$ cat src/rtl/core/pcdp_pkg.sv
// ----------------------------------------------------------------------------
// PWM change packer package
// Shared widths, length constants, command codes and the packer result type.
// ----------------------------------------------------------------------------
`default_nettype none

package pcdp_pkg;

  localparam int unsigned ALL_CHANNELS      = 16;
  localparam int unsigned BYTE_W            = 8;
  localparam int unsigned PWM_W             = ALL_CHANNELS * BYTE_W;
  localparam int unsigned HALF_W            = PWM_W / 2;
  localparam int unsigned ADDR_IN_W         = 6;
  localparam int unsigned ADDR_IN_N         = 1 << ADDR_IN_W;
  localparam int unsigned DIRECT_W          = 16;
  localparam int unsigned CNT_W             = 5;
  localparam int unsigned LEN_W             = 5;

  localparam logic [LEN_W-1:0] LEN_DATA_ONLY    = LEN_W'(2);
  localparam logic [LEN_W-1:0] LEN_PWM_OVERHEAD = LEN_W'(4);

  localparam int unsigned DEF_NUM_ADDRESSES = 64;
  localparam int unsigned DEF_PWM_CHANNELS  = 16;

  typedef enum logic [0:0] {
    CMD_DATA_ONLY = 1'b0,
    CMD_PWM       = 1'b1
  } cmd_kind_e;

  typedef struct packed {
    cmd_kind_e         kind;
    logic [CNT_W-1:0]  count;
    logic [LEN_W-1:0]  length;
    logic [PWM_W-1:0]  packed_bytes;
  } pack_res_t;

endpackage

`default_nettype wire

$ cat src/rtl/core/pcdp_lane.sv
// ----------------------------------------------------------------------------
// PWM change packer lane
// Compares one PWM channel byte with the byte last sent on that channel.
// ----------------------------------------------------------------------------
`default_nettype none

module pcdp_lane #(
  parameter bit ACTIVE = 1'b1
) (
  input  wire logic [pcdp_pkg::BYTE_W-1:0] byte_i,
  input  wire logic [pcdp_pkg::BYTE_W-1:0] prev_i,
  output logic      [pcdp_pkg::BYTE_W-1:0] fresh_o,
  output logic                             changed_o
);
  import pcdp_pkg::*;

  // Channels above the configured count are held at zero and never reported.
  assign fresh_o   = ACTIVE ? byte_i : '0;
  assign changed_o = ACTIVE && (byte_i != prev_i);

endmodule

`default_nettype wire

$ cat config.mk
export PLATFORM = sky130hd
export DESIGN_NAME = pcdp_lane
export DESIGN_NICKNAME = d
export VERILOG_FILES = /design/src/rtl/core/pcdp_pkg.sv /design/src/rtl/core/pcdp_lane.sv
export SDC_FILE = /design/constraint.sdc
export NUM_CORES = 1
export LEC_CHECK = 0
export BUFFER_PORTS_ARGS = -buffer_cell sky130_fd_sc_hd__buf_2
export CORE_AREA = 2 2 39 41
export DETAILED_ROUTE_END_ITERATION = 10
export DIE_AREA = 0 0 41 43
export GPL_TIMING_DRIVEN = 0
export SLEW_MARGIN = 10
export SYNTH_ARGS = -nofsm -noshare
export SYNTH_HDL_FRONTEND = slang
export SYNTH_SLANG_ARGS = --single-unit
$ cat constraint.sdc
create_clock -name vclk -period 0.8
set_input_delay 0.04 -clock vclk [all_inputs]
set_output_delay 0.04 -clock vclk [all_outputs]
set_load 0.005 [all_outputs]
==> results.yml <==
worst_setup_path:
  crit_path_max_fanout: 2
  crit_type: "in2out"
  arrival_ns: 0.78
  required_ns: 0.76
  end_kind: "output port"
  startpoint_type: "input pin"
logic_synthesis:
  synth_area_per_cell_um2: 7.705
  synth_top_area_cell: "xor2_1"
  ys_types: 4
  syn_nets: 35
  synthesis.area_um2: 146.4
  synth.yosys.seq_area_share_pct: 0
  syn_inst: 19
  netlist.area_leader.share_pct: 47.86
  synth_area_leaders: "xor2_1 48%, buf_4 41%, nor4_1 8.5%"
  netlist_top_cells_count: "8 x buf_4, 8 x xor2_1, 2 x nor4_1"
  yosysWarnings: 0
finish:
  syn_to_final_growth_pct: 112.0
  seq_cell_count: 0
  diodes: 0
  layout.nets: 62
  drive_gt1_share_pct: 77.27
  fill_cells: 155
  clockBufferCount: 0
  regArea_um2: 0
  fin_area_um2: 310.3
hold_path:
  hold_path_depth: 3
  min_delay_worst_endpoint: "fresh_o[6]"
  hold_start: "byte_i[6]"
  holdCritPathClass: "in2out"
placed_design:
  place_area_um2: 291.5
  hpwl_um: 328.6
  io_buffers: 25
  routabilityCongestion: 0.5810
drt:
  drt-total-wl_um: 385
  wire_per_inst_um: 6.417
  post-route-drc-count: 0
  drt_iter0_drc: 0
  routed_via_density: 3.250
  dr.pass1.iters: 1
  vias: 195
  ant_nets: 0
job:
  maxCapViolCount: 0
pwr:
  swShare_pct: 36.01
  powerDensity_nw_per_um2: 455.4
  power.internal_uw: 90.41
  power.net_switching_uw: 50.89
  seq_power_share_pct: 0
  clkPwrFrac_pct: 0
  p_leak_nw: 0.1751
  combPwrFrac_pct: 100.0
  p_total_uw: 141.3
  vdd_drop_max_uv: 97.82
timing:
  worst_pin_slew_ns: 0.2234
  setup_ws_ns: -0.01845
  fin_crit_sh_pct: 102.3
  maxSlewHeadroom_pct: 84.99
  fin_crit_ns: 0.8185
  finalSetupViolCount: 1
  rsz0062_at_grt: "true"
  drv_slew: 0
  hold_viol: 0
  fmax_mhz: 1222
outcome:
  status: "complete, but fails checks"
  violations: "negative setup slack"
floorplan:
  start_util_pct: 10.58
  rows: 14
  die_area_um2: 1763
  die_h_um: 43
  core_area_um2: 1384
  ios: 25
  die_x_um: 41
grt:
  gr-usage-all-layers_pct: 4.296
  grt_pass1_vias: 169
  antenna_found_initial: 0
  grt_max_degree: 3
  grt_pass1_wl_um: 565
  gr-total-overflow: 0
## per-layer routing
layer  vias to the layer above  routed length (um)  GRT usage [%]  part of all wire [%]
li1                        103                   -              -                     -
met3                         0                  87              0                    23
met5                         -                   0              0                     0
met2                        24                 166          9.375                    43
met4                         0                   0              0                     0
met1                        68                 132          4.114                    34
## repair_timing
action	CTS	global route
endpoints found under the setup margin	1	1
hold buffers	0	0
resized for setup	3	0
setup buffers	0	0
pin swaps	2	1
## cell usage in the layout (no fill, tap or decap), drive strengths merged
cell type	count
nor4	2
nand2	1
buf	33
xor2	8
## through the flow
stage | utilization, % | worst slack [ns] | TNS (ns) | hold slack [ns] | std cells
2_1_floorplan | - | 0.2417 | 0 | 0.1608 | 19
3_3_place_gp | 21.07 | -0.07768 | -0.07768 | 0.3591 | 60
3_5_place_dp | 21.07 | -0.1051 | -0.1051 | 0.3602 | 60
4_1_cts | 22.42 | -0.05299 | -0.05299 | 0.3341 | 60
5_1_grt | 22.42 | -0.1103 | -0.1103 | 0.3516 | 60
6_report | 22.42 | -0.01845 | -0.01845 | 0.3327 | 60
## logic make-up (layout without fill, tap and decap cells)
| group | after synthesis | count (layout) | share of synthesized area, % |
|---|---|---|---|
| XOR/XNOR | 8 | 8 | 47.87 |
| AND/OR/NAND/NOR | 3 | 3 | 11.11 |
| buffers and inverters | 8 | 33 | 41.03 |
## critical path, stage by stage
cell and delay [ns]:
buf_6 0.09, xor2_1 0.16, nor4_2 0.29, nand2_1 0.07, buf_2 0.13
## worst max path at each step
stage | end | slack [ns] | cells after the start | start
finish | changed_o | -0.02 | 5 | byte_i[6]
global route | changed_o | -0.11 | 5 | byte_i[6]
CTS | changed_o | -0.05 | 5 | byte_i[6]
detailed placement | changed_o | -0.11 | 5 | prev_i[1]
global placement | changed_o | -0.08 | 5 | prev_i[1]
floorplan | changed_o | 0.24 | 3 | prev_i[5]
## layout make-up
| cell class | count | area, um2 | share of cell area [%] |
|---|---|---|---|
| Tap cell | 16 | 20.02 | 6.452 |
| Timing Repair Buffer | 25 | 137.6 | 44.35 |
| Buffer | 8 | 60.06 | 19.35 |
| Multi-Input combinational cell | 11 | 92.59 | 29.84 |
## power groups by stage
stage	Combinational (mW)	Sequential [mW]	Clock (mW)
6_report	0.141	0	0
3_5_place_dp	0.132	0	0
4_1_cts	0.144	0	0
3_3_place_gp	0.131	0	0
2_1_floorplan	0.0609	0	0
5_1_grt	0.160	0	0
Note: power is estimated with default switching activity, not from simulation.
