$ cat src/rtl/core/pcdp_ram.sv
// ----------------------------------------------------------------------------
// Generic RAM
// One write port and one read port with registered read data.
// ----------------------------------------------------------------------------
`default_nettype none

module pcdp_ram #(
  parameter int unsigned WIDTH = 8,
  parameter int unsigned DEPTH = 2,
  parameter int unsigned AW    = (DEPTH > 1) ? $clog2(DEPTH) : 1
) (
  input  wire logic             clk_i,
  input  wire logic             we_i,
  input  wire logic [AW-1:0]    waddr_i,
  input  wire logic [WIDTH-1:0] wdata_i,
  input  wire logic             re_i,
  input  wire logic [AW-1:0]    raddr_i,
  output logic      [WIDTH-1:0] rdata_o
);

  logic [WIDTH-1:0] mem_q [DEPTH];

  always_ff @(posedge clk_i) begin
    if (we_i) begin
      mem_q[waddr_i] <= wdata_i;
    end
    if (re_i) begin
      rdata_o <= mem_q[raddr_i];
    end
  end

endmodule

`default_nettype wire

$ cat config.mk
export PLATFORM = sky130hd
export DESIGN_NAME = pcdp_ram
export DESIGN_NICKNAME = d
export VERILOG_FILES = /design/src/rtl/core/pcdp_ram.sv
export SDC_FILE = /design/constraint.sdc
export NUM_CORES = 1
export LEC_CHECK = 0
export BUFFER_PORTS_ARGS = -buffer_cell sky130_fd_sc_hd__buf_2
export CAP_MARGIN = 20
export CORE_MARGIN = 2
export CORE_UTILIZATION = 53
export CTS_BUF_LIST = sky130_fd_sc_hd__clkbuf_2 sky130_fd_sc_hd__clkbuf_4 sky130_fd_sc_hd__clkbuf_8
export DETAILED_ROUTE_END_ITERATION = 10
export PLACE_DENSITY = 0.86
export SLEW_MARGIN = 5
export SYNTH_ARGS = -nofsm -noshare
export SYNTH_HDL_FRONTEND = slang
export SYNTH_SLANG_ARGS = --single-unit
$ cat constraint.sdc
create_clock -name clk_i -period 1.2 [get_ports clk_i]
set_input_delay 0.18 -clock clk_i [delete_from_list [all_inputs] [get_ports clk_i]]
set_output_delay 0.18 -clock clk_i [all_outputs]
set_load 0.02 [all_outputs]
==> impl_metrics.env, run 1 <==
export IMPL_nNetsFinal=73
export IMPL_grt_max_degree=14
export IMPL_rsz0062_at_grt="no"
export IMPL_num_io_pins=21
export IMPL_hold_buffers=0
export IMPL_critical_path_class="register to output port"
export IMPL_synth_top_cell_by_area="edfxtp_1"
export IMPL_insertion_delay_ns=0.30
export IMPL_path_max_fanout=1
export IMPL_fmax_ghz=0.975
export IMPL_drive_above_1_share_pct=54.2
export IMPL_final_common_cell="edfxtp_1"
export IMPL_routed_via_density=4.81
export IMPL_gp_congestion=0.614
export IMPL_ant_nets=0
export IMPL_holdCritPathClass="input pin to register"
export IMPL_crit_family="flip-flops"
export IMPL_wl_per_cell_um=12.0
export IMPL_cts_sinks=24
export IMPL_finalHoldViolCount=0
export IMPL_fin_crit_ns=1.03
export IMPL_drt_total_wl_um=898
export IMPL_die_h_um=44.4
export IMPL_clock_skew_ns=0.0133
export IMPL_tns_ns=0
export IMPL_path_clk_slew_ns=0.13
export IMPL_die_area_um2=1970
export IMPL_outcome="finished clean"
export IMPL_cts_tree="done"
export IMPL_clock_path_buffers=2
export IMPL_root_buffer="clkbuf_4"
export IMPL_startpoint_type="register"
export IMPL_critPathCaptureType="output port"
export IMPL_vdd_drop_max_mv=1.06
export IMPL_initial_core_util_pct=56.7
export IMPL_power_leakage_nw=0.398
export IMPL_grt_pass1_vias=352
export IMPL_powerDensity_nw_per_um2=1460
export IMPL_ys_warn_count=0
export IMPL_finalCritPeriodShare_pct=85.5
export IMPL_cap_violations=0
export IMPL_dr_pass1_iters=2
export IMPL_vias=361
export IMPL_rows=14
export IMPL_crit_path_max_incr_delay_ns=0.38
export IMPL_worst_path_buf_inv=1
export IMPL_synth_seq_cells=24
export IMPL_areaGrowthSynthToFinish_pct=16.5
export IMPL_synth_cell_types=5
export IMPL_drc=0
export IMPL_yosysTopAreaCellShare_pct=83.4
export IMPL_grt_pass1_wl_um=1450
export IMPL_syn_avg_cell_area_um2=24.7
export IMPL_relSlewSlack_pct=78.4
export IMPL_setup_viol=0
export IMPL_crit_required_ns=1.02
export IMPL_post_cts_resized=0
export IMPL_synth_fp_nets=48
export IMPL_drtIter0Drc=6
export IMPL_overflow=0
export IMPL_arrival_ns=0.85
export IMPL_cts_buffers_inserted=3
export IMPL_core_um2=1520
export IMPL_post_cts_setup_buffers=0
export IMPL_ys_seq_area_share_pct=83.4
export IMPL_finalMaxSlewViolations=0
export IMPL_syn_inst=35
export IMPL_die_x_um=44.4
export IMPL_io_buffers=20
export IMPL_diodes=0
export IMPL_critPathSlowestCell="edfxtp_1"
export IMPL_worst_slew_pin_slew_ns=0.324
export IMPL_cp_cell_sequence="buf_2"
export IMPL_stdcell_count=75
export IMPL_antenna_found_initial=0
export IMPL_htreeDepth=1
export IMPL_synthTopCellsByArea="edfxtp_1, mux2_4, buf_6"
export IMPL_mostFrequentLayoutCells="edfxtp_1, buf_2, mux2_4, clkbuf_4"
export IMPL_syn_area_um2=865
export IMPL_dp_cells=71
export IMPL_grt_usage_pct=10.4
## final timing paths
path                       to         from  slack, ns  depth (start not counted)
setup / recovery   rdata_o[6]   rdata_o[6]       0.17                          1
hold / removal    mem_q[0][3]   wdata_i[3]       0.05                          1
setup reg to reg   rdata_o[4]  mem_q[1][4]       0.30                          1
hold reg to reg    rdata_o[2]  mem_q[1][2]       0.56                          1
## power breakdown
group          internal [mW]  total, mW  switching, mW
Combinational         0.0661      0.131         0.0652
Sequential             0.989       1.00         0.0130
Clock                  0.121      0.339          0.218
## stage by stage
step                instance area (um^2)  hold slack, ns  utilization, %  total power [mW]  setup WS, ns
floorplan                            865           0.279               -              1.10         0.227
global placement                     981           0.368            64.4              1.15         0.214
detailed placement                   981           0.372            64.4              1.16         0.200
CTS                                 1010          0.0487            66.1              1.48         0.162
global route                        1010          0.0407            66.1              1.53         0.133
finish                              1010          0.0530            66.1              1.47         0.174
## layer usage
metal | GRT usage (%) | vias up | part of all wire (%)
li1 | - | 183 | -
met1 | 12.1 | 158 | 44
met2 | 17.4 | 20 | 45
met3 | 4.49 | 0 | 11
met4 | 3.64 | 0 | 0
met5 | 0 | - | 0
## kinds of logic (layout without fill, tap and decap cells)
family                 count (synthesis)  in the layout  share of synthesized area [%]
multiplexers                           8              8                           13.9
flip-flops                            24             24                           83.4
buffers and inverters                  1             25                           1.30
AND/OR/NAND/NOR                        2              2                           1.45
## registers in the layout (all words and copies together) (netlist names)
| signal | flops |
|---|---|
| mem_q | 16 |
| rdata_o | 8 |
## cells in the mapped netlist
cell,instances
and2_1,1
buf_6,1
edfxtp_1,24
mux2_4,8
nor2b_1,1
## layout make-up
cell class | count | area [um^2]
multi-input cells | 10 | 133
flip-flops and latches | 24 | 721
fillers | 106 | 517
well taps | 16 | 20.0
clock buffers | 3 | 22.5
clock inverters | 1 | 3.75
repair buffers | 21 | 108
No activity file was read; power rests on OpenSTA's default activity.
==> run 2, diff against run 1 <==
- ABC_AREA: default -> 1
- PLACE_DENSITY: 0.86 -> 0.87
- TNS_END_PERCENT: default -> 50
==> run 2 against run 1 <==
  * Area after synthesis down 2.7%
  * Worst setup slack better by 0.0098 ns
  * Sequential power about the same
  * Non-clock buffer count unchanged
  * Sequential share of layout area up 1.7 points
  * Global-route usage up 2.0 points
  * Utilization about the same
  * Largest power group unchanged
==> impl_metrics.env, run 2 <==
export IMPL_outcome="finished clean"
export IMPL_routed_via_density=4.79
export IMPL_antenna_found_initial=0
export IMPL_synth_fp_nets=67
export IMPL_arrival_ns=0.84
export IMPL_finalMaxSlewViolations=0
export IMPL_share_seq_of_total_power_pct=69.1
export IMPL_vdd_drop_max_mv=0.927
export IMPL_drt_total_wl_um=1020
export IMPL_die_area_um2=1920
export IMPL_initial_core_util_pct=56.5
export IMPL_post_cts_setup_buffers=0
export IMPL_crit_path_max_incr_delay_ns=0.37
export IMPL_whs_endpoint="mem_q[1][1]"
export IMPL_num_io_pins=21
export IMPL_fin_crit_ns=1.02
export IMPL_relSlewSlack_pct=80.1
export IMPL_p_sw_mw=0.298
export IMPL_insertion_delay_ns=0.30
export IMPL_ys_seq_area_share_pct=85.7
export IMPL_cts_sinks=24
export IMPL_synth_async_reset_ratio_pct=0
export IMPL_comb_power_share_pct=7.9
export IMPL_gp_congestion=0.633
export IMPL_synthTopCellsByArea="edfxtp_1, nand2_1, buf_6"
export IMPL_crit_required_ns=1.02
export IMPL_die_x_um=43.8
export IMPL_mostFrequentLayoutCells="nand2_1, edfxtp_1, buf_2, clkbuf_4, inv_1"
export IMPL_yosysMostFrequentCell="nand2_1"
export IMPL_dr_pass1_iters=4
export IMPL_intPower_mw=1.15
export IMPL_nNetsFinal=92
export IMPL_synth_edf_count=24
export IMPL_stdcell_count=94
export IMPL_io_buffers=20
export IMPL_largest_reg_flops=16
export IMPL_total_power_mw=1.45
export IMPL_clock_path_buffers=2
export IMPL_reg2regPathDepth=2
export IMPL_core_um2=1490
export IMPL_synthFlopType="edfxtp_1"
export IMPL_finalHoldViolCount=0
export IMPL_yosysTopAreaCellShare_pct=85.7
export IMPL_grt_pass1_wl_um=1680
export IMPL_grt_max_degree=14
export IMPL_worst_slew_pin_slew_ns=0.298
export IMPL_cts_buffers_inserted=3
export IMPL_grt_usage_pct=12.5
export IMPL_min_path_cells=1
export IMPL_synth_cell_types=6
export IMPL_cap_violations=0
export IMPL_holdCritPathClass="input pin to register"
export IMPL_synth_seq_cells=24
export IMPL_drive_above_1_share_pct=32.1
export IMPL_grt_pass1_vias=425
export IMPL_clock_skew_ns=0.00280
export IMPL_critPathCaptureType="output port"
export IMPL_tns_ns=0
export IMPL_min_from="wdata_i[1]"
export IMPL_power_leakage_nw=0.422
export IMPL_cts_tree="done"
export IMPL_vias=450
export IMPL_finalCritPeriodShare_pct=84.7
export IMPL_dp_cells=90
export IMPL_hold_buffers=0
export IMPL_post_cts_resized=0
export IMPL_startpoint_type="register"
export IMPL_htreeDepth=1
export IMPL_r2r_end="rdata_o[6]"
export IMPL_rsz0062_at_grt="no"
export IMPL_ant_nets=0
export IMPL_root_buffer="clkbuf_4"
export IMPL_final_common_cell="nand2_1"
export IMPL_syn_area_um2=841
export IMPL_dp_hpwl_um=767
export IMPL_cp_cell_sequence="buf_2"
export IMPL_critical_path_class="register to output port"
export IMPL_path_depth=1
export IMPL_synth_top_cell_by_area="edfxtp_1"
export IMPL_die_h_um=43.8
export IMPL_clockPowerShare_pct=23.0
export IMPL_fin_util_pct=66.1
export IMPL_drtIter0Drc=16
export IMPL_crit_family="flip-flops"
export IMPL_reg2reg_slack_ns=0.45
export IMPL_drc=0
export IMPL_rows=14
export IMPL_wl_per_cell_um=10.8
export IMPL_critPathSlowestCell="edfxtp_1"
export IMPL_ys_warn_count=0
export IMPL_synthTopCellsByCount="nand2_1, edfxtp_1, inv_1"
export IMPL_areaGrowthSynthToFinish_pct=17.0
export IMPL_syn_avg_cell_area_um2=15.6
export IMPL_overflow=0
export IMPL_reg_top3="mem_q (16), rdata_o (8)"
export IMPL_path_clk_slew_ns=0.12
export IMPL_swShare_pct=20.6
export IMPL_fmax_ghz=0.984
export IMPL_diodes=0
export IMPL_worst_path_buf_inv=1
export IMPL_path_max_fanout=1
export IMPL_powerDensity_nw_per_um2=1470
export IMPL_r2r_start="mem_q[0][6]"
export IMPL_syn_inst=54
export IMPL_setup_viol=0
export IMPL_largest_register="mem_q"
==> run 2: cell types whose count changed in the layout (fill, tap and decap cells not counted) <==
cell     change
and2_1       -1
inv_2        +1
nor2b_1      -1
mux2_4       -8
nor2_1       +1
nand2_1     +25
inv_1        +2
==> run 2: worst max-delay path by stage <==
stage	end	slack (ns)	startpoint
after floorplan	mem_q[0][0]	0.26	we_i
after global placement	mem_q[1][5]	0.35	waddr_i
after detailed placement	mem_q[1][5]	0.32	waddr_i
after CTS	rdata_o[5]	0.17	rdata_o[5]
after global routing	rdata_o[7]	0.13	rdata_o[7]
final	rdata_o[4]	0.18	rdata_o[4]
==> run 2: area by class of cell <==
type                            instances  area, um^2
Sequential cell                        24         721
Fill cell                             115         505
Timing Repair Buffer                   21         108
Multi-Input combinational cell         26        97.6
Clock buffer                            3        22.5
Tap cell                               16        20.0
Inverter                                3        11.3
Clock inverter                          1        3.75
==> run 2: logic make-up (layout without fill, tap and decap cells) <==
logic type,after synthesis,count (layout),share of synthesized area [%]
flops,24,24,85.7
simple gates,26,26,11.6
buf+inv,4,28,2.68
==> run 2: stage by stage <==
stage | instance area [um^2] | setup WS, ns | hold slack (ns)
after floorplan | 841 | 0.260 | 0.279
after global placement | 957 | 0.352 | 0.367
after detailed placement | 957 | 0.317 | 0.371
after CTS | 983 | 0.167 | 0.0531
after global routing | 983 | 0.133 | 0.0441
final | 983 | 0.184 | 0.0621
==> run 2: power groups by stage <==
stage | sequential (mW) | combinational, mW | clock, mW
3_5_place_dp | 1.02 | 0.116 | 0
2_1_floorplan | 1.05 | 0.0386 | 0
5_1_grt | 1.01 | 0.130 | 0.379
3_3_place_gp | 1.02 | 0.112 | 0
6_report | 1.00 | 0.114 | 0.333
4_1_cts | 1.00 | 0.116 | 0.340
==> run 2: metal layers <==
metal / GRT usage (%) / vias up / wire, um
met5: 0 / - / 0
met4: 10.9 / 0 / 19
met3: 1.67 / 2 / 64
met2: 20.0 / 17 / 518
met1: 14.6 / 197 / 415
li1: - / 234 / -
==> run 3, diff against run 2 <==
- CORE_UTILIZATION: 53 -> 48
- PLACE_DENSITY: 0.87 -> 0.83
- clock period: 1.2 -> 0.9 ns (I/O delays scaled with it)
==> run 3 against run 2 <==
  * The flow now finishes with violations (negative setup slack)
  * Largest power group unchanged
  * Cell area grew 2.3%
  * Non-clock buffer count stayed put
  * Sequential share of layout area fell by 1.6 points
  * Cell count did not move
  * Die area is 9.5% higher
  * Via count rose by 0.89%
  * Critical endpoint is now rdata_o[6]
  * Largest cell class unchanged
  * Routed wire length up 4.4%
  * Clock power grew 29%
  * Clock skew is 0.0014 ns lower
  * Critical path type unchanged
  * Highest routed layer is now met3
==> impl_metrics.env, run 3 (synthesized netlist as in run 2, its figures left out) <==
export IMPL_outcome="finished with violations"
export IMPL_violations="negative setup slack"
export IMPL_insertion_delay_ns=0.29
export IMPL_overflow=0
export IMPL_fmax_ghz=1.02
export IMPL_ant_nets=0
export IMPL_path_depth=1
export IMPL_gp_congestion=0.726
export IMPL_whs_endpoint="mem_q[0][6]"
export IMPL_worst_slew_pin_slew_ns=0.300
export IMPL_wl_per_cell_um=11.3
export IMPL_routed_via_density=4.83
export IMPL_critPathCaptureType="output port"
export IMPL_cp_cell_sequence="buf_6"
export IMPL_startpoint_type="register"
export IMPL_nNetsFinal=92
export IMPL_dp_hpwl_um=767
export IMPL_r2r_end="rdata_o[1]"
export IMPL_die_h_um=45.9
export IMPL_finalMaxSlewViolations=0
export IMPL_core_um2=1690
export IMPL_reg_top3="mem_q (16), rdata_o (8)"
export IMPL_largest_reg_flops=16
export IMPL_crit_required_ns=0.76
export IMPL_fillers=134
export IMPL_worst_path_buf_inv=1
export IMPL_min_path_cells=1
export IMPL_grt_max_degree=13
export IMPL_clock_skew_ns=0.00139
export IMPL_cts_tree="done"
export IMPL_reg2reg_slack_ns=0.14
export IMPL_rows=15
export IMPL_io_buffers=20
export IMPL_dp_cells=91
export IMPL_stdcell_count=94
export IMPL_arrival_ns=0.84
export IMPL_powerDensity_nw_per_um2=1920
export IMPL_reg2regPathDepth=2
export IMPL_largest_register="mem_q"
export IMPL_path_max_fanout=1
export IMPL_grt_pass1_wl_um=1660
export IMPL_clock_path_buffers=2
export IMPL_grt_usage_pct=11.4
export IMPL_tns_ns=-0.505
export IMPL_path_clk_slew_ns=0.12
export IMPL_areaGrowthSynthToFinish_pct=19.6
export IMPL_diodes=0
export IMPL_root_buffer="clkbuf_4"
export IMPL_relSlewSlack_pct=80.0
export IMPL_rsz0062_at_grt="yes"
export IMPL_cap_violations=0
export IMPL_holdCritPathClass="input pin to register"
export IMPL_antenna_found_initial=0
export IMPL_htreeDepth=1
export IMPL_grt_pass1_vias=404
export IMPL_num_io_pins=21
export IMPL_finalWorstSetupSlack_ns=-0.0760
export IMPL_vias=454
export IMPL_finalHoldViolCount=0
export IMPL_cts_sinks=24
export IMPL_crit_family="flip-flops"
export IMPL_power_leakage_nw=0.428
export IMPL_min_from="wdata_i[6]"
export IMPL_setup_viol=8
export IMPL_die_area_um2=2100
export IMPL_die_x_um=45.9
export IMPL_vdd_drop_max_mv=1.13
export IMPL_drc=0
export IMPL_total_power_mw=1.94
export IMPL_initial_core_util_pct=49.8
export IMPL_critical_path_class="register to output port"
export IMPL_final_common_cell="nand2_1"
export IMPL_crit_path_max_incr_delay_ns=0.40
export IMPL_drive_above_1_share_pct=32.5
export IMPL_r2r_start="mem_q[1][1]"
export IMPL_post_cts_setup_buffers=0
export IMPL_drtIter0Drc=8
export IMPL_finalCritPeriodShare_pct=108
export IMPL_dr_pass1_iters=4
export IMPL_fin_crit_ns=0.976
export IMPL_mostFrequentLayoutCells="nand2_1, edfxtp_1, buf_2, buf_6, clkbuf_4"
export IMPL_cts_buffers_inserted=3
export IMPL_drt_total_wl_um=1060
export IMPL_critPathSlowestCell="edfxtp_1"
-- run 3: changes by cell type in the layout (fill, tap and decap cells not counted), sizes merged --
cell and change:
clkinv -1
-- run 3: worst max path at each step --
stage	startpoint	to	slack, ns
2_1_floorplan	we_i	mem_q[0][0]	0.005
3_3_place_gp	waddr_i	mem_q[1][0]	0.1
3_5_place_dp	waddr_i	mem_q[1][0]	0.05
4_1_cts	rdata_o[6]	rdata_o[6]	-0.08
5_1_grt	rdata_o[1]	rdata_o[1]	-0.11
6_report	rdata_o[6]	rdata_o[6]	-0.08
-- run 3: where the power goes --
part / total, mW / internal [mW] / leakage (nW) / switching (mW)
logic: 0.167 / 0.0684 / 0.185 / 0.0986
clock network: 0.430 / 0.156 / 0.0138 / 0.275
registers: 1.34 / 1.32 / 0.230 / 0.0205
total: 1.94 / 1.54 / 0.428 / 0.394
-- run 3: timing repair --
| action | 4_1_cts | 5_1_grt |
|---|---|---|
| setup endpoints to repair | 8 | 8 |
| hold buffers | 0 | 0 |
| gates resized for setup | 0 | 8 |
-- run 3: area by class of cell --
cell class	count	area [um^2]	area share, %
Tap cell	17	21.3	2.11
Inverter	3	11.3	1.12
Multi-Input combinational cell	26	97.6	9.70
Sequential cell	24	721	71.6
Clock buffer	3	22.5	2.24
Timing Repair Buffer	21	133	13.2
-- run 3: layer usage --
metal  global-route usage [%]  part of all wire [%]  up-vias
li1                         -                     -      231
met5                        0                     0        -
met4                     5.14                     0        0
met2                     18.9                    53       19
met3                     2.78                   5.9        0
met1                     13.8                    41      204
-- run 3: through the flow --
stage / hold slack [ns] / util [%] / cell area, um^2 / worst slack [ns]
final: 0.0193 / 59.6 / 1010 / -0.0760
after global routing: 0.0110 / 59.6 / 1010 / -0.113
after floorplan: 0.234 / - / 841 / 0.00510
after global placement: 0.324 / 56.7 / 958 / 0.0976
after detailed placement: 0.326 / 56.7 / 958 / 0.0468
after CTS: 0.0169 / 58.1 / 981 / -0.0786
